--- src/szhp_pkg.sv ---
// ----------------------------------------------------------------------------
// szhp_pkg
// Shared types and constants of the 7z next-header parser.
// ----------------------------------------------------------------------------
package szhp_pkg;

    localparam int unsigned SIZE_LIMIT_DEF = 33554432;
    localparam int unsigned MAX_NAME_DEF   = 256;
    localparam int unsigned CFG_W          = 26;
    localparam int unsigned SZ_W           = 26;

    localparam logic CFG_IDX_NAME_CAP   = 1'b0;
    localparam logic CFG_IDX_PACK_LIMIT = 1'b1;

    localparam logic [7:0] LZMA2_ID      = 8'h21;
    localparam logic [7:0] NAME_PROP_ID  = 8'd17;
    localparam logic [7:0] DICT_PROP_MAX = 8'd40;

    // one queued byte
    typedef struct packed {
        logic [7:0] data;
        logic       last;
    } szhp_byte_t;

    // one result item
    typedef struct packed {
        logic            kind;
        logic [7:0]      name_char;
        logic            name_restart;
        logic            ok;
        logic [SZ_W-1:0] packed_size;
        logic [SZ_W-1:0] unpacked_size;
        logic [5:0]      dict_property;
        logic [31:0]     stream_crc;
        logic            crc_present;
    } szhp_result_t;

endpackage

--- src/szhp_if.sv ---
// ----------------------------------------------------------------------------
// szhp_in_if / szhp_out_if
// Valid/ready channels of the header parser.
// ----------------------------------------------------------------------------
interface szhp_in_if;
    logic       valid;
    logic       ready;
    logic [7:0] header_byte;
    logic       last;
    modport source (output valid, output header_byte, output last, input ready);
    modport sink   (input valid, input header_byte, input last, output ready);
endinterface

interface szhp_out_if;
    logic        valid;
    logic        ready;
    logic        kind;
    logic [7:0]  name_char;
    logic        name_restart;
    logic        ok;
    logic [25:0] packed_size;
    logic [25:0] unpacked_size;
    logic [5:0]  dict_property;
    logic [31:0] stream_crc;
    logic        crc_present;
    modport source (output valid, output kind, output name_char, output name_restart,
                    output ok, output packed_size, output unpacked_size,
                    output dict_property, output stream_crc, output crc_present,
                    input ready);
    modport sink   (input valid, input kind, input name_char, input name_restart,
                    input ok, input packed_size, input unpacked_size,
                    input dict_property, input stream_crc, input crc_present,
                    output ready);
endinterface

--- src/sevenz_single_lzma2_header_parser_top.sv ---
// ----------------------------------------------------------------------------
// sevenz_single_lzma2_header_parser_top
// Streaming 7z next-header parser for one LZMA2 stream and one file.
// ----------------------------------------------------------------------------
// data path: a byte is written into a two-entry queue; the engine takes it from
// there and registers any result, so the queue entry and the result register
// lie between a byte transfer and the result transfer it causes
// throughput: one byte per cycle while the output register is empty or being taken
// reset: asynchronous, clears parse state, queue and output valid; the
// registers return to name_capacity 256 and pack_area_limit 2^25
module sevenz_single_lzma2_header_parser_top
    import szhp_pkg::*;
#(
    parameter int unsigned SIZE_LIMIT = SIZE_LIMIT_DEF,
    parameter int unsigned MAX_NAME   = MAX_NAME_DEF
)
(
    input  logic             clk,
    input  logic             rst_n,
    input  logic             cfg_we,
    input  logic             cfg_index,
    input  logic [CFG_W-1:0] cfg_data,
    szhp_in_if.sink          in_ch,
    szhp_out_if.source       out_ch
);

    localparam int unsigned NC_W = $clog2(MAX_NAME) + 1;

    logic [8:0]      cap_reg;
    logic [SZ_W-1:0] limit_reg;
    logic            q_full, q_empty, take;
    szhp_byte_t      q_wr, q_rd;
    szhp_result_t    r;
    logic            r_valid;

    always_ff @(posedge clk or negedge rst_n)
    begin
        if (!rst_n)
        begin
            cap_reg   <= 9'd256;
            limit_reg <= SZ_W'(33554432);
        end
        else if (cfg_we)
        begin
            case (cfg_index)
                CFG_IDX_NAME_CAP:   cap_reg   <= cfg_data[8:0];
                CFG_IDX_PACK_LIMIT: limit_reg <= cfg_data[SZ_W-1:0];
                default:            ;
            endcase
        end
    end

    assign in_ch.ready = !q_full;
    assign q_wr.data   = in_ch.header_byte;
    assign q_wr.last   = in_ch.last;

    szhp_fifo u_fifo
    (
        .clk     (clk),
        .rst_n   (rst_n),
        .wr_en   (in_ch.valid && !q_full),
        .wr_data (q_wr),
        .full    (q_full),
        .rd_en   (take),
        .rd_data (q_rd),
        .empty   (q_empty)
    );

    szhp_engine #(
        .SIZE_LIMIT (SIZE_LIMIT),
        .MAX_NAME   (MAX_NAME)
    ) u_engine
    (
        .clk        (clk),
        .rst_n      (rst_n),
        .byte_valid (!q_empty),
        .byte_in    (q_rd),
        .byte_take  (take),
        .name_cap   ((cap_reg > 9'(MAX_NAME)) ? NC_W'(MAX_NAME) : NC_W'(cap_reg)),
        .pack_limit (limit_reg),
        .res_valid  (r_valid),
        .res        (r),
        .res_ready  (out_ch.ready)
    );

    assign out_ch.valid         = r_valid;
    assign out_ch.kind          = r.kind;
    assign out_ch.name_char     = r.name_char;
    assign out_ch.name_restart  = r.name_restart;
    assign out_ch.ok            = r.ok;
    assign out_ch.packed_size   = r.packed_size;
    assign out_ch.unpacked_size = r.unpacked_size;
    assign out_ch.dict_property = r.dict_property;
    assign out_ch.stream_crc    = r.stream_crc;
    assign out_ch.crc_present   = r.crc_present;

endmodule

--- src/szhp_fifo.sv ---
// ----------------------------------------------------------------------------
// szhp_fifo
// Two-entry byte queue between the intake and the parse engine.
// ----------------------------------------------------------------------------
module szhp_fifo
    import szhp_pkg::*;
(
    input  logic       clk,
    input  logic       rst_n,
    input  logic       wr_en,
    input  szhp_byte_t wr_data,
    output logic       full,
    input  logic       rd_en,
    output szhp_byte_t rd_data,
    output logic       empty
);

    szhp_byte_t mem_reg [2];
    logic       wp_reg, wp_next;
    logic       rp_reg, rp_next;
    logic [1:0] cnt_reg, cnt_next;

    assign full    = (cnt_reg == 2'd2);
    assign empty   = (cnt_reg == 2'd0);
    assign rd_data = mem_reg[rp_reg];

    always_comb
    begin
        wp_next  = wp_reg + 1'b1;
        rp_next  = rp_reg + 1'b1;
        cnt_next = cnt_reg + 2'(wr_en) - 2'(rd_en);
    end

    always_ff @(posedge clk)
    begin
        if (wr_en)
        begin
            mem_reg[wp_reg] <= wr_data;
        end
    end

    always_ff @(posedge clk or negedge rst_n)
    begin
        if (!rst_n)
        begin
            wp_reg  <= 1'b0;
            rp_reg  <= 1'b0;
            cnt_reg <= 2'd0;
        end
        else
        begin
            if (wr_en)
            begin
                wp_reg <= wp_next;
            end
            if (rd_en)
            begin
                rp_reg <= rp_next;
            end
            cnt_reg <= cnt_next;
        end
    end

endmodule

--- src/szhp_engine.sv ---
// ----------------------------------------------------------------------------
// szhp_engine
// Header state machine: number decode, tag checks, name streaming, summary.
// ----------------------------------------------------------------------------
module szhp_engine
    import szhp_pkg::*;
#(
    parameter int unsigned SIZE_LIMIT = SIZE_LIMIT_DEF,
    parameter int unsigned MAX_NAME   = MAX_NAME_DEF
)
(
    input  logic                         clk,
    input  logic                         rst_n,
    input  logic                         byte_valid,
    input  szhp_byte_t                   byte_in,
    output logic                         byte_take,
    input  logic [$clog2(MAX_NAME):0]    name_cap,
    input  logic [SZ_W-1:0]              pack_limit,
    output logic                         res_valid,
    output szhp_result_t                 res,
    input  logic                         res_ready
);

    localparam int unsigned NL_W = $clog2(MAX_NAME) + 1;

    typedef enum logic [38:0] {
        PH_HDR         = 39'd1 << 0,
        PH_MAIN        = 39'd1 << 1,
        PH_PACK_ID     = 39'd1 << 2,
        PH_PACK_POS    = 39'd1 << 3,
        PH_PACK_NUM    = 39'd1 << 4,
        PH_PACK_LOOP   = 39'd1 << 5,
        PH_PACK_SIZE   = 39'd1 << 6,
        PH_PACK_DEF    = 39'd1 << 7,
        PH_PACK_CRC    = 39'd1 << 8,
        PH_UNP_ID      = 39'd1 << 9,
        PH_FOLDER      = 39'd1 << 10,
        PH_NFOLD       = 39'd1 << 11,
        PH_EXT         = 39'd1 << 12,
        PH_NCODERS     = 39'd1 << 13,
        PH_FLAGS       = 39'd1 << 14,
        PH_METHOD      = 39'd1 << 15,
        PH_PROPSZ      = 39'd1 << 16,
        PH_PROP        = 39'd1 << 17,
        PH_SIZES_ID    = 39'd1 << 18,
        PH_UNP_SIZE    = 39'd1 << 19,
        PH_UNP_LOOP    = 39'd1 << 20,
        PH_UNP_DEF     = 39'd1 << 21,
        PH_UNP_CRC     = 39'd1 << 22,
        PH_SUB_ID      = 39'd1 << 23,
        PH_SUB_LOOP    = 39'd1 << 24,
        PH_SUB_DEF     = 39'd1 << 25,
        PH_SUB_CRC     = 39'd1 << 26,
        PH_STREAMS_END = 39'd1 << 27,
        PH_FILES_ID    = 39'd1 << 28,
        PH_NFILES      = 39'd1 << 29,
        PH_FILE_LOOP   = 39'd1 << 30,
        PH_PSZ_NAME    = 39'd1 << 31,
        PH_PSZ_OTHER   = 39'd1 << 32,
        PH_NAME_EXT    = 39'd1 << 33,
        PH_NAME_LO     = 39'd1 << 34,
        PH_NAME_HI     = 39'd1 << 35,
        PH_SKIP_PROP   = 39'd1 << 36,
        PH_END         = 39'd1 << 37,
        PH_DONE        = 39'd1 << 38
    } phase_t;

    phase_t          phase_reg, phase_next;
    logic [63:0]     acc_reg, acc_next;
    logic [3:0]      nleft_reg, nleft_next;
    logic [2:0]      npos_reg, npos_next;
    logic [SZ_W-1:0] pleft_reg, pleft_next;
    logic [2:0]      skip_reg, skip_next;
    logic [NL_W-1:0] nlen_reg, nlen_next;
    logic [7:0]      held_reg, held_next;
    logic            ndone_reg, ndone_next;
    logic            saw_reg, saw_next;
    logic [SZ_W-1:0] packed_reg, packed_next;
    logic [SZ_W-1:0] unpacked_reg, unpacked_next;
    logic [5:0]      prop_reg, prop_next;
    logic [31:0]     crc_reg, crc_next;
    logic            crcs_reg, crcs_next;
    logic            fail_reg, fail_next;
    logic            rvalid_reg, rvalid_next;
    szhp_result_t    res_reg, res_next;

    logic            is_num;
    logic            num_done;
    logic [63:0]     num_val;
    logic [3:0]      extra;
    logic [7:0]      lowmask;
    logic            emit;
    logic [7:0]      emit_val;
    logic            emit_rst;
    logic [SZ_W-1:0] pl_dec;
    logic [NL_W-1:0] cap;
    logic            big;
    logic [7:0]      b;

    // output stage frees when empty or taken this cycle
    assign byte_take = byte_valid && (!rvalid_reg || res_ready);
    assign res_valid = rvalid_reg;
    assign res       = res_reg;
    assign b         = byte_in.data;
    assign cap       = (name_cap < NL_W'(MAX_NAME)) ? name_cap : NL_W'(MAX_NAME);
    assign pl_dec    = pleft_reg - 1'b1;
    assign big       = (num_val > 64'(SIZE_LIMIT));

    always_comb
    begin
        is_num = 1'b0;
        case (phase_reg)
            PH_PACK_POS, PH_PACK_NUM, PH_PACK_SIZE, PH_NFOLD, PH_NCODERS,
            PH_PROPSZ, PH_UNP_SIZE, PH_NFILES, PH_PSZ_NAME, PH_PSZ_OTHER:
                is_num = 1'b1;
            default: is_num = 1'b0;
        endcase
    end

    // leading-ones count of the first number byte
    always_comb
    begin
        extra   = 4'd8;
        lowmask = 8'h00;
        for (int i = 7; i >= 0; i--)
        begin
            if (!b[i] && extra == 4'd8)
            begin
                extra   = 4'(7 - i);
                lowmask = 8'((9'd1 << i) - 9'd1);
            end
        end
    end

    always_comb
    begin
        phase_next    = phase_reg;
        acc_next      = acc_reg;
        nleft_next    = nleft_reg;
        npos_next     = npos_reg;
        pleft_next    = pleft_reg;
        skip_next     = skip_reg;
        nlen_next     = nlen_reg;
        held_next     = held_reg;
        ndone_next    = ndone_reg;
        saw_next      = saw_reg;
        packed_next   = packed_reg;
        unpacked_next = unpacked_reg;
        prop_next     = prop_reg;
        crc_next      = crc_reg;
        crcs_next     = crcs_reg;
        fail_next     = fail_reg;
        num_done      = 1'b0;
        num_val       = 64'd0;
        emit          = 1'b0;
        emit_val      = 8'd0;
        emit_rst      = 1'b0;

        if (!fail_reg && is_num)
        begin
            if (nleft_reg == 4'd0)
            begin
                acc_next = (extra == 4'd8) ? 64'd0 : (64'(b & lowmask) << {extra[2:0], 3'b000});
                if (extra == 4'd0)
                begin
                    num_done = 1'b1;
                    num_val  = acc_next;
                end
                else
                begin
                    nleft_next = extra;
                    npos_next  = 3'd0;
                end
            end
            else
            begin
                acc_next   = acc_reg | (64'(b) << {npos_reg, 3'b000});
                npos_next  = npos_reg + 1'b1;
                nleft_next = nleft_reg - 1'b1;
                if (nleft_reg == 4'd1)
                begin
                    num_done = 1'b1;
                    num_val  = acc_next;
                end
            end
            if (num_done)
            begin
                case (phase_reg)
                    PH_PACK_POS:
                        if (num_val == 64'd0) phase_next = PH_PACK_NUM; else fail_next = 1'b1;
                    PH_PACK_NUM:
                        if (num_val == 64'd1) phase_next = PH_PACK_LOOP; else fail_next = 1'b1;
                    PH_PACK_SIZE:
                        if (num_val == 64'd0 || big) fail_next = 1'b1;
                        else
                        begin
                            packed_next = num_val[SZ_W-1:0];
                            phase_next  = PH_PACK_LOOP;
                        end
                    PH_NFOLD:
                        if (num_val == 64'd1) phase_next = PH_EXT; else fail_next = 1'b1;
                    PH_NCODERS:
                        if (num_val == 64'd1) phase_next = PH_FLAGS; else fail_next = 1'b1;
                    PH_PROPSZ:
                        if (num_val == 64'd1) phase_next = PH_PROP; else fail_next = 1'b1;
                    PH_UNP_SIZE:
                        if (num_val == 64'd0 || big) fail_next = 1'b1;
                        else
                        begin
                            unpacked_next = num_val[SZ_W-1:0];
                            phase_next    = PH_UNP_LOOP;
                        end
                    PH_NFILES:
                        if (num_val == 64'd1) phase_next = PH_FILE_LOOP; else fail_next = 1'b1;
                    PH_PSZ_NAME:
                        if (num_val == 64'd0 || big) fail_next = 1'b1;
                        else
                        begin
                            pleft_next = num_val[SZ_W-1:0];
                            phase_next = PH_NAME_EXT;
                        end
                    default:
                        if (big) fail_next = 1'b1;
                        else
                        begin
                            pleft_next = num_val[SZ_W-1:0];
                            phase_next = (num_val == 64'd0) ? PH_FILE_LOOP : PH_SKIP_PROP;
                        end
                endcase
            end
        end
        else if (!fail_reg)
        begin
            case (phase_reg)
                PH_HDR:      if (b == 8'd1) phase_next = PH_MAIN; else fail_next = 1'b1;
                PH_MAIN:     if (b == 8'd4) phase_next = PH_PACK_ID; else fail_next = 1'b1;
                PH_PACK_ID:  if (b == 8'd6) phase_next = PH_PACK_POS; else fail_next = 1'b1;
                PH_PACK_LOOP:
                    if (b == 8'd0)
                    begin
                        if (packed_reg != '0) phase_next = PH_UNP_ID; else fail_next = 1'b1;
                    end
                    else if (b == 8'd9)  phase_next = PH_PACK_SIZE;
                    else if (b == 8'd10) phase_next = PH_PACK_DEF;
                    else fail_next = 1'b1;
                PH_PACK_DEF, PH_UNP_DEF, PH_SUB_DEF:
                begin
                    skip_next = 3'd4;
                    if (b != 8'd1) fail_next = 1'b1;
                    else if (phase_reg == PH_PACK_DEF) phase_next = PH_PACK_CRC;
                    else if (phase_reg == PH_UNP_DEF)  phase_next = PH_UNP_CRC;
                    else phase_next = PH_SUB_CRC;
                end
                PH_PACK_CRC:
                begin
                    skip_next = skip_reg - 1'b1;
                    if (skip_reg == 3'd1) phase_next = PH_PACK_LOOP;
                end
                PH_UNP_CRC, PH_SUB_CRC:
                begin
                    case (2'(3'd4 - skip_reg))
                        2'd0: crc_next = {24'd0, b};
                        2'd1: crc_next = crc_reg | {16'd0, b, 8'd0};
                        2'd2: crc_next = crc_reg | {8'd0, b, 16'd0};
                        default: crc_next = crc_reg | {b, 24'd0};
                    endcase
                    skip_next = skip_reg - 1'b1;
                    if (skip_reg == 3'd1)
                    begin
                        crcs_next  = 1'b1;
                        phase_next = (phase_reg == PH_UNP_CRC) ? PH_UNP_LOOP : PH_SUB_LOOP;
                    end
                end
                PH_UNP_ID:   if (b == 8'd7)  phase_next = PH_FOLDER; else fail_next = 1'b1;
                PH_FOLDER:   if (b == 8'd11) phase_next = PH_NFOLD; else fail_next = 1'b1;
                PH_EXT:      if (b == 8'd0)  phase_next = PH_NCODERS; else fail_next = 1'b1;
                PH_FLAGS:    if (b == LZMA2_ID) phase_next = PH_METHOD; else fail_next = 1'b1;
                PH_METHOD:   if (b == LZMA2_ID) phase_next = PH_PROPSZ; else fail_next = 1'b1;
                PH_PROP:
                    if (b > DICT_PROP_MAX) fail_next = 1'b1;
                    else
                    begin
                        prop_next  = b[5:0];
                        phase_next = PH_SIZES_ID;
                    end
                PH_SIZES_ID: if (b == 8'd12) phase_next = PH_UNP_SIZE; else fail_next = 1'b1;
                PH_UNP_LOOP:
                    if (b == 8'd0) phase_next = PH_SUB_ID;
                    else if (b == 8'd10) phase_next = PH_UNP_DEF;
                    else fail_next = 1'b1;
                PH_SUB_ID:   if (b == 8'd8) phase_next = PH_SUB_LOOP; else fail_next = 1'b1;
                PH_SUB_LOOP:
                    if (b == 8'd0) phase_next = PH_STREAMS_END;
                    else if (b == 8'd10) phase_next = PH_SUB_DEF;
                    else fail_next = 1'b1;
                PH_STREAMS_END: if (b == 8'd0) phase_next = PH_FILES_ID; else fail_next = 1'b1;
                PH_FILES_ID: if (b == 8'd5) phase_next = PH_NFILES; else fail_next = 1'b1;
                PH_FILE_LOOP:
                    if (b == 8'd0)
                    begin
                        if (saw_reg) phase_next = PH_END; else fail_next = 1'b1;
                    end
                    else phase_next = (b == NAME_PROP_ID) ? PH_PSZ_NAME : PH_PSZ_OTHER;
                PH_NAME_EXT, PH_NAME_HI:
                begin
                    pleft_next = pl_dec;
                    if (phase_reg == PH_NAME_EXT)
                    begin
                        if (b != 8'd0) fail_next = 1'b1;
                        nlen_next  = '0;
                        ndone_next = 1'b0;
                        saw_next   = 1'b0;
                    end
                    else if (held_reg == 8'd0 && b == 8'd0) ndone_next = 1'b1;
                    else if (b != 8'd0 || (nlen_reg + 1'b1) >= cap) fail_next = 1'b1;
                    else
                    begin
                        emit      = 1'b1;
                        emit_val  = held_reg;
                        emit_rst  = (nlen_reg == '0);
                        nlen_next = nlen_reg + 1'b1;
                        saw_next  = 1'b1;
                    end
                    if (pl_dec == '0) phase_next = PH_FILE_LOOP;
                    else if (ndone_next || pl_dec < SZ_W'(2)) phase_next = PH_SKIP_PROP;
                    else phase_next = PH_NAME_LO;
                end
                PH_NAME_LO:
                begin
                    held_next  = b;
                    pleft_next = pl_dec;
                    phase_next = PH_NAME_HI;
                end
                PH_SKIP_PROP:
                begin
                    pleft_next = pl_dec;
                    if (pl_dec == '0) phase_next = PH_FILE_LOOP;
                end
                PH_END: if (b == 8'd0) phase_next = PH_DONE; else fail_next = 1'b1;
                default: fail_next = 1'b1;
            endcase
        end

        rvalid_next = rvalid_reg && !res_ready;
        res_next    = res_reg;
        if (byte_take)
        begin
            res_next    = '0;
            rvalid_next = 1'b0;
            if (byte_in.last)
            begin
                rvalid_next   = 1'b1;
                res_next.kind = 1'b1;
                if (!fail_next && phase_next == PH_DONE && packed_next <= pack_limit)
                begin
                    res_next.ok            = 1'b1;
                    res_next.packed_size   = packed_next;
                    res_next.unpacked_size = unpacked_next;
                    res_next.dict_property = prop_next;
                    res_next.stream_crc    = crc_next;
                    res_next.crc_present   = crcs_next;
                end
            end
            else if (emit && !fail_next)
            begin
                rvalid_next           = 1'b1;
                res_next.name_char    = emit_val;
                res_next.name_restart = emit_rst;
            end
        end
    end

    always_ff @(posedge clk)
    begin
        res_reg <= res_next;
    end

    always_ff @(posedge clk or negedge rst_n)
    begin
        if (!rst_n)
        begin
            phase_reg    <= PH_HDR;
            acc_reg      <= '0;
            nleft_reg    <= '0;
            npos_reg     <= '0;
            pleft_reg    <= '0;
            skip_reg     <= '0;
            nlen_reg     <= '0;
            held_reg     <= '0;
            ndone_reg    <= 1'b0;
            saw_reg      <= 1'b0;
            packed_reg   <= '0;
            unpacked_reg <= '0;
            prop_reg     <= '0;
            crc_reg      <= '0;
            crcs_reg     <= 1'b0;
            fail_reg     <= 1'b0;
            rvalid_reg   <= 1'b0;
        end
        else
        begin
            rvalid_reg <= rvalid_next;
            if (byte_take)
            begin
                if (byte_in.last)
                begin
                    // summary sent, start over
                    phase_reg    <= PH_HDR;
                    acc_reg      <= '0;
                    nleft_reg    <= '0;
                    npos_reg     <= '0;
                    pleft_reg    <= '0;
                    skip_reg     <= '0;
                    nlen_reg     <= '0;
                    held_reg     <= '0;
                    ndone_reg    <= 1'b0;
                    saw_reg      <= 1'b0;
                    packed_reg   <= '0;
                    unpacked_reg <= '0;
                    prop_reg     <= '0;
                    crc_reg      <= '0;
                    crcs_reg     <= 1'b0;
                    fail_reg     <= 1'b0;
                end
                else
                begin
                    phase_reg    <= phase_next;
                    acc_reg      <= acc_next;
                    nleft_reg    <= nleft_next;
                    npos_reg     <= npos_next;
                    pleft_reg    <= pleft_next;
                    skip_reg     <= skip_next;
                    nlen_reg     <= nlen_next;
                    held_reg     <= held_next;
                    ndone_reg    <= ndone_next;
                    saw_reg      <= saw_next;
                    packed_reg   <= packed_next;
                    unpacked_reg <= unpacked_next;
                    prop_reg     <= prop_next;
                    crc_reg      <= crc_next;
                    crcs_reg     <= crcs_next;
                    fail_reg     <= fail_next;
                end
            end
        end
    end

endmodule

--- src/flat_wrapper.sv ---
// flat-port wrapper written by rule: the top's interface ports become plain ports
module sevenz_single_lzma2_header_parser_top_flat import szhp_pkg::*;
#(
    parameter int unsigned SIZE_LIMIT = SIZE_LIMIT_DEF,
    parameter int unsigned MAX_NAME   = MAX_NAME_DEF
)
  (clk, rst_n, cfg_we, cfg_index, cfg_data, in_ch_valid, in_ch_header_byte, in_ch_last, in_ch_ready, out_ch_valid, out_ch_kind, out_ch_name_char, out_ch_name_restart, out_ch_ok, out_ch_packed_size, out_ch_unpacked_size, out_ch_dict_property, out_ch_stream_crc, out_ch_crc_present, out_ch_ready);
  szhp_in_if in_ch_i ();
  szhp_out_if out_ch_i ();
  input  logic clk;
  input  logic rst_n;
  input  logic cfg_we;
  input  logic cfg_index;
  input  logic [CFG_W-1:0] cfg_data;
  input wire logic [$bits(in_ch_i.valid)-1:0] in_ch_valid;
  input wire logic [$bits(in_ch_i.header_byte)-1:0] in_ch_header_byte;
  input wire logic [$bits(in_ch_i.last)-1:0] in_ch_last;
  output wire logic [$bits(in_ch_i.ready)-1:0] in_ch_ready;
  output wire logic [$bits(out_ch_i.valid)-1:0] out_ch_valid;
  output wire logic [$bits(out_ch_i.kind)-1:0] out_ch_kind;
  output wire logic [$bits(out_ch_i.name_char)-1:0] out_ch_name_char;
  output wire logic [$bits(out_ch_i.name_restart)-1:0] out_ch_name_restart;
  output wire logic [$bits(out_ch_i.ok)-1:0] out_ch_ok;
  output wire logic [$bits(out_ch_i.packed_size)-1:0] out_ch_packed_size;
  output wire logic [$bits(out_ch_i.unpacked_size)-1:0] out_ch_unpacked_size;
  output wire logic [$bits(out_ch_i.dict_property)-1:0] out_ch_dict_property;
  output wire logic [$bits(out_ch_i.stream_crc)-1:0] out_ch_stream_crc;
  output wire logic [$bits(out_ch_i.crc_present)-1:0] out_ch_crc_present;
  input wire logic [$bits(out_ch_i.ready)-1:0] out_ch_ready;
  assign in_ch_i.valid = in_ch_valid;
  assign in_ch_i.header_byte = in_ch_header_byte;
  assign in_ch_i.last = in_ch_last;
  assign in_ch_ready = in_ch_i.ready;
  assign out_ch_valid = out_ch_i.valid;
  assign out_ch_kind = out_ch_i.kind;
  assign out_ch_name_char = out_ch_i.name_char;
  assign out_ch_name_restart = out_ch_i.name_restart;
  assign out_ch_ok = out_ch_i.ok;
  assign out_ch_packed_size = out_ch_i.packed_size;
  assign out_ch_unpacked_size = out_ch_i.unpacked_size;
  assign out_ch_dict_property = out_ch_i.dict_property;
  assign out_ch_stream_crc = out_ch_i.stream_crc;
  assign out_ch_crc_present = out_ch_i.crc_present;
  assign out_ch_i.ready = out_ch_ready;
  sevenz_single_lzma2_header_parser_top #(.SIZE_LIMIT(SIZE_LIMIT), .MAX_NAME(MAX_NAME)) u_core (.clk(clk), .rst_n(rst_n), .cfg_we(cfg_we), .cfg_index(cfg_index), .cfg_data(cfg_data), .in_ch(in_ch_i), .out_ch(out_ch_i));
endmodule
--- config.mk ---
export PLATFORM = sky130hd
export DESIGN_NAME = sevenz_single_lzma2_header_parser_top_flat
export DESIGN_NICKNAME = d
export VERILOG_FILES = /design/src/szhp_pkg.sv /design/src/szhp_if.sv /design/src/sevenz_single_lzma2_header_parser_top.sv /design/src/szhp_fifo.sv /design/src/szhp_engine.sv /design/src/flat_wrapper.sv
export SDC_FILE = /design/constraint.sdc
export NUM_CORES = 1
export LEC_CHECK = 0
export ABC_AREA = 1
export BUFFER_PORTS_ARGS = -buffer_cell sky130_fd_sc_hd__buf_2
export CORE_MARGIN = 2
export CORE_UTILIZATION = 45
export CTS_CLUSTER_DIAMETER = 100
export DETAILED_ROUTE_END_ITERATION = 10
export SYNTH_ARGS = -nofsm -noshare
export SYNTH_HDL_FRONTEND = slang
export SYNTH_SLANG_ARGS = --single-unit
--- constraint.sdc ---
create_clock -name clk -period 7 [get_ports clk]
set_input_delay 1.4 -clock clk [delete_from_list [all_inputs] [get_ports clk]]
set_output_delay 1.4 -clock clk [all_outputs]
set_load 0.03 [all_outputs]
==> metrics.md, run 1 <==
| Metric | Value |
|---|---|
| CTS tree | `done` |
| Die Wd | `233.9 um` |
| CTS buffer count | `46` |
| Overflow after GRT | `0` |
| FF+latch count, synth | `410` |
| Via count | `22843` |
| Rows | `84` |
| Hold Path End | `u_core.u_engine.unpacked_reg[16]$_DFFE_PN0P_` |
| Post CTS Setup Buffer Count | `0` |
| Post-cts resize count | `0` |
| Num Clock Sinks | `410` |
| Worst Setup End Kind | `flip-flop` |
| Layout area overhead | `13.52%` |
| Switch Pwr | `5.359 mW` |
| Seq pwr share | `0.298` |
| Int Power | `5.709 mW` |
| DRT Pass-1 Iters | `6` |
| Reg2Reg Capture Point | `u_core.u_engine.res[42]$_SDFFCE_PN0P_` |
| Fillers | `5087` |
| CTS hold repair buffers | `0` |
| WL per Instance | `22.13 um` |
| Tmin final | `6605 ps` |
| Reg-to-reg slack, setup | `390 ps` |
| Initial antenna violation count | `2` |
| DRC Markers | `0` |
| Required @ worst endpoint | `7450 ps` |
| Initial Util | `0.4533` |
| Final hold vios | `0` |
| WL final | `86590 um` |
| Vias in the first global route | `21495` |
| Die area | `0.05469 sq mm` |
| Post-synth EDFFs | `120` |
| Maximum number of pins on one net before global-route repair | `146` |
| CTS Root Cell | `clkbuf_16` |
| Slew Limit Fails | `0` |
| Static leakage | `12.22 nW` |
| Final net count | `3276` |
| Max IR drop VDD | `0.2704 mV` |
| Async SR Flop Fraction | `0.7073` |
| Cell repeated most along the worst path | `nand2_1` |
| Cell depth of the worst min-delay path | `2` |
| Max reg flops | `102` |
| Syn_area_per_cell | `7.798 sq um` |
| Clock latency on the worst-skew pair | `610 ps` |
| Port bufs | `144` |
| Vias per Instance | `5.839` |
| H-tree depth | `2` |
| Status | `finished, final reports clean` |
| First-pass GRT wire length | `131600 um` |
| Routed Antenna Nets | `0` |
| F_max | `151.4 MHz` |
| Io pins | `145` |
| Synthesis Warnings | `0` |
| Most frequent cells in the layout | `nand2_1 (514), inv_1 (389), o21ai_0 (373), dfrtp_1 (286), nor2_1 (270)` |
| Clk slew on worst S/H paths | `60 ps` |
| Core ar. | `0.05245 sq mm` |
| Largest stage delay, worst path | `650 ps` |
| Final period util | `0.9436` |
| Post-synth net total | `3139` |
| Cell area after synthesis | `0.02378 sq mm` |
| HP Start | `u_core.u_engine.unpacked_reg[16]$_DFFE_PN0P_` |
| Worst Skew | `32.95 ps` |
| Comb power frac | `0.478` |
| 1st-iter DRT viols | `2243` |
| Fin util | `0.5146` |
| PD cells | `410.0 mW/mm^2` |
| Yosys cell types | `60` |
| Switching Share | `0.4842` |
| Max-cap violations | `0` |
| Arr. time, crit path | `7060 ps` |
| Primary FF master, synth | `dfrtp_1` |
| Critical path class | `flip-flop to flip-flop` |
| RSZ-0062 raised after global routing | `false` |
| Worst-Margin Slew | `1086 ps` |
| Register area share after synthesis | `0.4570` |
| Max clock buf depth | `3` |
| Die Y | `233.9 um` |
| Syn Inst Count | `3049` |
| Clock Power Share | `0.224` |
| Worst path slowest cell | `nor3b_1` |
| Diodes inserted | `0` |
| Rel. slew slack | `0.2741` |
| Most common cell after layout, fill and taps aside | `nand2_1` |
| Worst hold-check path type | `flip-flop to flip-flop` |
| Reg2reg path depth | `36` |
| Critical Path Start Type | `flip-flop` |
| Hpwl dp | `62650 um` |
| Gpl congestion | `1.011` |
| Reg2reg start | `u_core.u_fifo.rp_reg$_DFFE_PN0P_` |
| Gr usage total | `0.3166` |
| Setup TNS | `0 ps` |
| Share of cells above drive strength 1 | `0.1349` |
| CP max FO | `53` |
| Count of final setup violators | `0` |
final cells by class:
cell class	instances	area, sq um	area share
tap	688	860.8	0.03189
clock buffer	65	1305	0.04835
clock inverter	21	207.7	0.007695
inverter	416	1564	0.05795
sequential	410	10870	0.4026
timing repair buffer	232	1454	0.05387
multi-input combinational	2080	10730	0.3977
synth_stat cells (20+ instances only):
cell	n	area (sq um)
nand2_1	516	1937
inv_1	391	1468
o21ai_0	374	1872
dfrtp_1	287	7182
nor2_1	272	1021
nand3_1	232	1161
edfxtp_1	120	3603
o22ai_1	108	675.7
clkbuf_1	101	379.1
a21oi_1	99	495.5
nor3_1	94	470.5
nor2_2	57	356.6
nand4_1	55	344.1
ha_1	49	613.1
xor2_1	33	289.0
nor4_1	26	162.7
o21ai_1	26	130.1
inv_2	21	78.83
a22oi_1	20	150.1
buf_2	20	100.1
worst max-delay path, delay by kind of cell (launching register included):
family | cells | cell delay, ps
flops | 1 | 560
fa+ha+maj | 1 | 280
simple gates | 21 | 3140
buf+inv | 7 | 1140
compound gates | 7 | 1230
power groups by stage:
stage,clock [mW],combinational (mW),sequential [mW]
global route,2.59,5.70,3.35
global placement,0,5.20,3.33
finish,2.47,5.30,3.30
floorplan,0,2.90,3.86
CTS,2.51,5.23,3.30
detailed placement,0,5.21,3.33
logic make-up after synthesis:
group,count (synthesis),synth area share
flops,410,0.4570
buf+inv,559,0.09367
xor+xnor,35,0.01289
simple gates,1304,0.2487
compound gates,692,0.1620
fa+ha+maj,49,0.02579
how the worst max path moves through the flow:
stage	from	endpoint	depth (start not counted)
floorplan	out_ch_ready	u_core.u_fifo.cnt_reg[1]$_DFF_PN0_	8
global placement	u_core.u_fifo.rp_reg$_DFFE_PN0P_	u_core.u_engine.res[45]$_SDFFCE_PN0P_	35
detailed placement	u_core.u_fifo.rp_reg$_DFFE_PN0P_	u_core.u_engine.res[30]$_SDFFCE_PN0P_	38
CTS	u_core.u_fifo.rp_reg$_DFFE_PN0P_	u_core.u_engine.res[30]$_SDFFCE_PN0P_	38
global route	u_core.u_fifo.rp_reg$_DFFE_PN0P_	u_core.u_engine.res[49]$_SDFFCE_PN0P_	38
finish	u_core.u_fifo.rp_reg$_DFFE_PN0P_	u_core.u_engine.res[42]$_SDFFCE_PN0P_	36
per-stage QoR:
stage / power (mW) / cell area (sq um) / worst slack, ps / std cells / hold slack, ps
after floorplan: 6.762 / 23780 / 901.3 / 3049 / 447.4
after global placement: 8.530 / 25470 / 473.4 / 3826 / 461.4
after detailed placement: 8.543 / 25470 / 413.9 / 3826 / 468.2
after CTS: 11.04 / 26990 / 371.2 / 3912 / 483.8
after global routing: 11.65 / 26990 / 42.32 / 3912 / 505.7
final: 11.07 / 26990 / 394.7 / 3912 / 480.3
metal layers:
metal | track usage | wire [um] | part of all wire
met1 | 0.4391 | 37360 | 0.43
met2 | 0.5066 | 39780 | 0.46
met3 | 0.03867 | 6193 | 0.072
met4 | 0.1234 | 3239 | 0.037
met5 | 0 | 12 | 0.00014
Power figures use the tool's default switching activity.
==> run 2, diff against run 1 <==
--- a/config.mk
+++ b/config.mk
@@ -7,10 +7,12 @@
 export LEC_CHECK = 0
 export ABC_AREA = 1
 export BUFFER_PORTS_ARGS = -buffer_cell sky130_fd_sc_hd__buf_2
+export CORE_ASPECT_RATIO = 0.8
 export CORE_MARGIN = 2
 export CORE_UTILIZATION = 45
 export CTS_CLUSTER_DIAMETER = 100
 export DETAILED_ROUTE_END_ITERATION = 10
+export SLEW_MARGIN = 20
 export SYNTH_ARGS = -nofsm -noshare
 export SYNTH_HDL_FRONTEND = slang
 export SYNTH_SLANG_ARGS = --single-unit
==> run 2 against run 1 <==
Compared with the run above: worst setup slack improved by 150 ps; cell area hardly changed; final cell count is essentially flat; non-clock buffer count unchanged; maximum frequency rose by 2.3%; sequential share of layout area is essentially flat; flip-flop and latch count stayed put; critical endpoint is now u_core.u_engine.res[25]$_SDFFCE_PN0P_; largest power group unchanged.
==> metrics.md, run 2 (synthesis results as in run 1) <==
| Metric | Value |
|---|---|
| Status | `finished, final reports clean` |
| Max reg flops | `102 (unchanged)` |
| Rows | `75 (-11%)` |
| Max IR drop VDD | `0.3396 mV (+26%)` |
| Tmin final | `6456 ps (-149.4 ps)` |
| Most frequent cells in the layout | `nand2_1 (515), inv_1 (389), o21ai_0 (374), dfrtp_1 (286), nor2_1 (270)` |
| H-tree depth | `2 (unchanged)` |
| Clk slew on worst S/H paths | `60 ps (about the same)` |
| First-pass GRT wire length | `131100 um (-0.35%)` |
| Reg-to-reg slack, setup | `540 ps (+150 ps)` |
| CP max FO | `39 (-26%)` |
| Setup TNS | `0 ps (unchanged)` |
| Die area | `0.05470 sq mm (about the same)` |
| Worst Setup End Kind | `flip-flop` |
| Initial antenna violation count | `1 (-1)` |
| Worst setup margin | `544.0 ps (+149.4 ps)` |
| PD cells | `411.0 mW/mm^2 (+0.24%)` |
| Vias per Instance | `5.787 (-0.89%)` |
| Critical path class | `flip-flop to flip-flop` |
| Arr. time, crit path | `6880 ps (-180 ps)` |
| Die Wd | `261.0 um (+12%)` |
| Max-cap violations | `0 (unchanged)` |
| Cell repeated most along the worst path | `nand2_1` |
| Final period util | `0.9223 (-0.02134)` |
| Gpl congestion | `1.014 (+0.28%)` |
| CTS Root Cell | `clkbuf_16` |
| Die Y | `209.6 um (-10%)` |
| Worst path slowest cell | `o21ai_2` |
| Port bufs | `144 (unchanged)` |
| Area post-placement | `0.02548 sq mm (about the same)` |
| Maximum number of pins on one net before global-route repair | `153 (+4.8%)` |
| 1st-iter DRT viols | `2633 (+17%)` |
| Slew Limit Fails | `0 (unchanged)` |
| Vias in the first global route | `21596 (+0.47%)` |
| CTS hold repair buffers | `0 (unchanged)` |
| Io pins | `145 (unchanged)` |
| HP Start | `u_core.u_engine.unpacked_reg[24]$_DFFE_PN0P_` |
| Count of final setup violators | `0 (unchanged)` |
| Max clock buf depth | `3 (unchanged)` |
| DRT Pass-1 Iters | `6 (unchanged)` |
| CP Capture Point | `u_core.u_engine.res[25]$_SDFFCE_PN0P_` |
| Gr usage total | `0.3118 (-0.004855)` |
| Final hold vios | `0 (unchanged)` |
| Worst hold-check path type | `flip-flop to flip-flop` |
| Layout area overhead | `13.51% (about the same)` |
| Initial Util | `0.4541 (+0.0007149)` |
| Clock latency on the worst-skew pair | `590 ps (-20 ps)` |
| Final Cell Area | `0.02699 sq mm (about the same)` |
| CTS buffer count | `46 (unchanged)` |
| Core ar. | `0.05236 sq mm (-0.16%)` |
| Largest stage delay, worst path | `590 ps (-60 ps)` |
| Most common cell after layout, fill and taps aside | `nand2_1` |
| Critical Path Start Type | `flip-flop` |
| Rel. slew slack | `0.3077 (+0.03368)` |
| Hpwl dp | `62710 um (about the same)` |
| Final net count | `3277 (+0.031%)` |
| Crit path launch | `u_core.u_fifo.rp_reg$_DFFE_PN0P_` |
| F_max | `154.9 MHz (+2.3%)` |
| WL final | `85970 um (-0.71%)` |
| Reg2reg start | `u_core.u_fifo.rp_reg$_DFFE_PN0P_` |
| Routed Antenna Nets | `0 (unchanged)` |
| WL per Instance | `21.96 um (-0.79%)` |
| Worst-Margin Slew | `1024 ps (-62.31 ps)` |
| Reg2Reg Capture Point | `u_core.u_engine.res[25]$_SDFFCE_PN0P_` |
| Num Clock Sinks | `410 (unchanged)` |
| Worst Skew | `23.33 ps (-9.624 ps)` |
| Static leakage | `12.20 nW (-0.20%)` |
| Pre-CTS setup slack | `307.5 ps (-106.5 ps)` |
| CTS tree | `done` |
| Via count | `22658 (-0.81%)` |
| Share of cells above drive strength 1 | `0.1347 (-0.0002266)` |
| DRC Markers | `0 (unchanged)` |
| Fin util | `0.5154 (+0.0007640)` |
| Reg2reg path depth | `28 (-22%)` |
| Required @ worst endpoint | `7420 ps (-30 ps)` |
| Diodes inserted | `0 (unchanged)` |
| RSZ-0062 raised after global routing | `false` |
| Overflow after GRT | `0 (unchanged)` |
## run 2: stage by stage
step	hold slack, ps	total power [mW]	cells
global placement	461.5	8.542	3831
CTS	484.0	11.04	3914
finish	481.0	11.09	3915
floorplan	447.4	6.762	3049
global route	503.4	11.68	3915
detailed placement	468.6	8.558	3831
## run 2: report_power, final
| part | total [mW] | leakage [nW] | switching, mW | internal (mW) |
|---|---|---|---|---|
| combinational | 5.34 | 6.33 | 4.08 | 1.26 |
| clock | 2.46 | 0.716 | 1.04 | 1.41 |
| sequential | 3.30 | 5.16 | 0.266 | 3.03 |
## run 2: how the worst min path moves through the flow
| stage | to | slack (ps) | cells past startpoint |
|---|---|---|---|
| 6_report | u_core.u_engine.unpacked_reg[24]$_DFFE_PN0P_ | 480 | 2 |
| 5_1_grt | u_core.u_engine.unpacked_reg[8]$_DFFE_PN0P_ | 500 | 2 |
| 3_5_place_dp | u_core.u_engine.unpacked_reg[18]$_DFFE_PN0P_ | 470 | 2 |
| 2_1_floorplan | u_core.u_engine.acc_reg[10]$_DFFE_PN0P_ | 450 | 2 |
| 3_3_place_gp | u_core.u_engine.unpacked_reg[23]$_DFFE_PN0P_ | 460 | 2 |
| 4_1_cts | u_core.u_engine.unpacked_reg[23]$_DFFE_PN0P_ | 480 | 2 |
## run 2: per-layer routing
metal,wire length [um],share of wire,global-route usage
met4,2683,0.031,0.09698
met5,0,0,0
met2,38880,0.45,0.4912
met3,6569,0.076,0.04094
met1,37840,0.44,0.4474
## run 2: layout make-up
| cell class | count | area (sq um) |
|---|---|---|
| clock buffer | 60 | 1254 |
| clock inverter | 23 | 246.5 |
| fill | 5032 | 25370 |
| inverter | 416 | 1564 |
| multi-input combinational | 2081 | 10740 |
| sequential | 410 | 10870 |
| tap | 693 | 867.1 |
| timing repair buffer | 232 | 1454 |
## run 2: timing repair
item / in CTS / in global routing
endpoints found under the setup margin: 0 / 92
buffers inserted: 0 / 0
resized for setup: 0 / 2
## run 2: critical path, delay by kind of cell (launching register included)
kind | cells | cell delay (ps)
DFF | 1 | 530
adders and majority gates | 1 | 300
buffers and inverters | 5 | 580
and+or+nand+nor | 18 | 3100
AOI/OAI and AO/OA | 4 | 1730
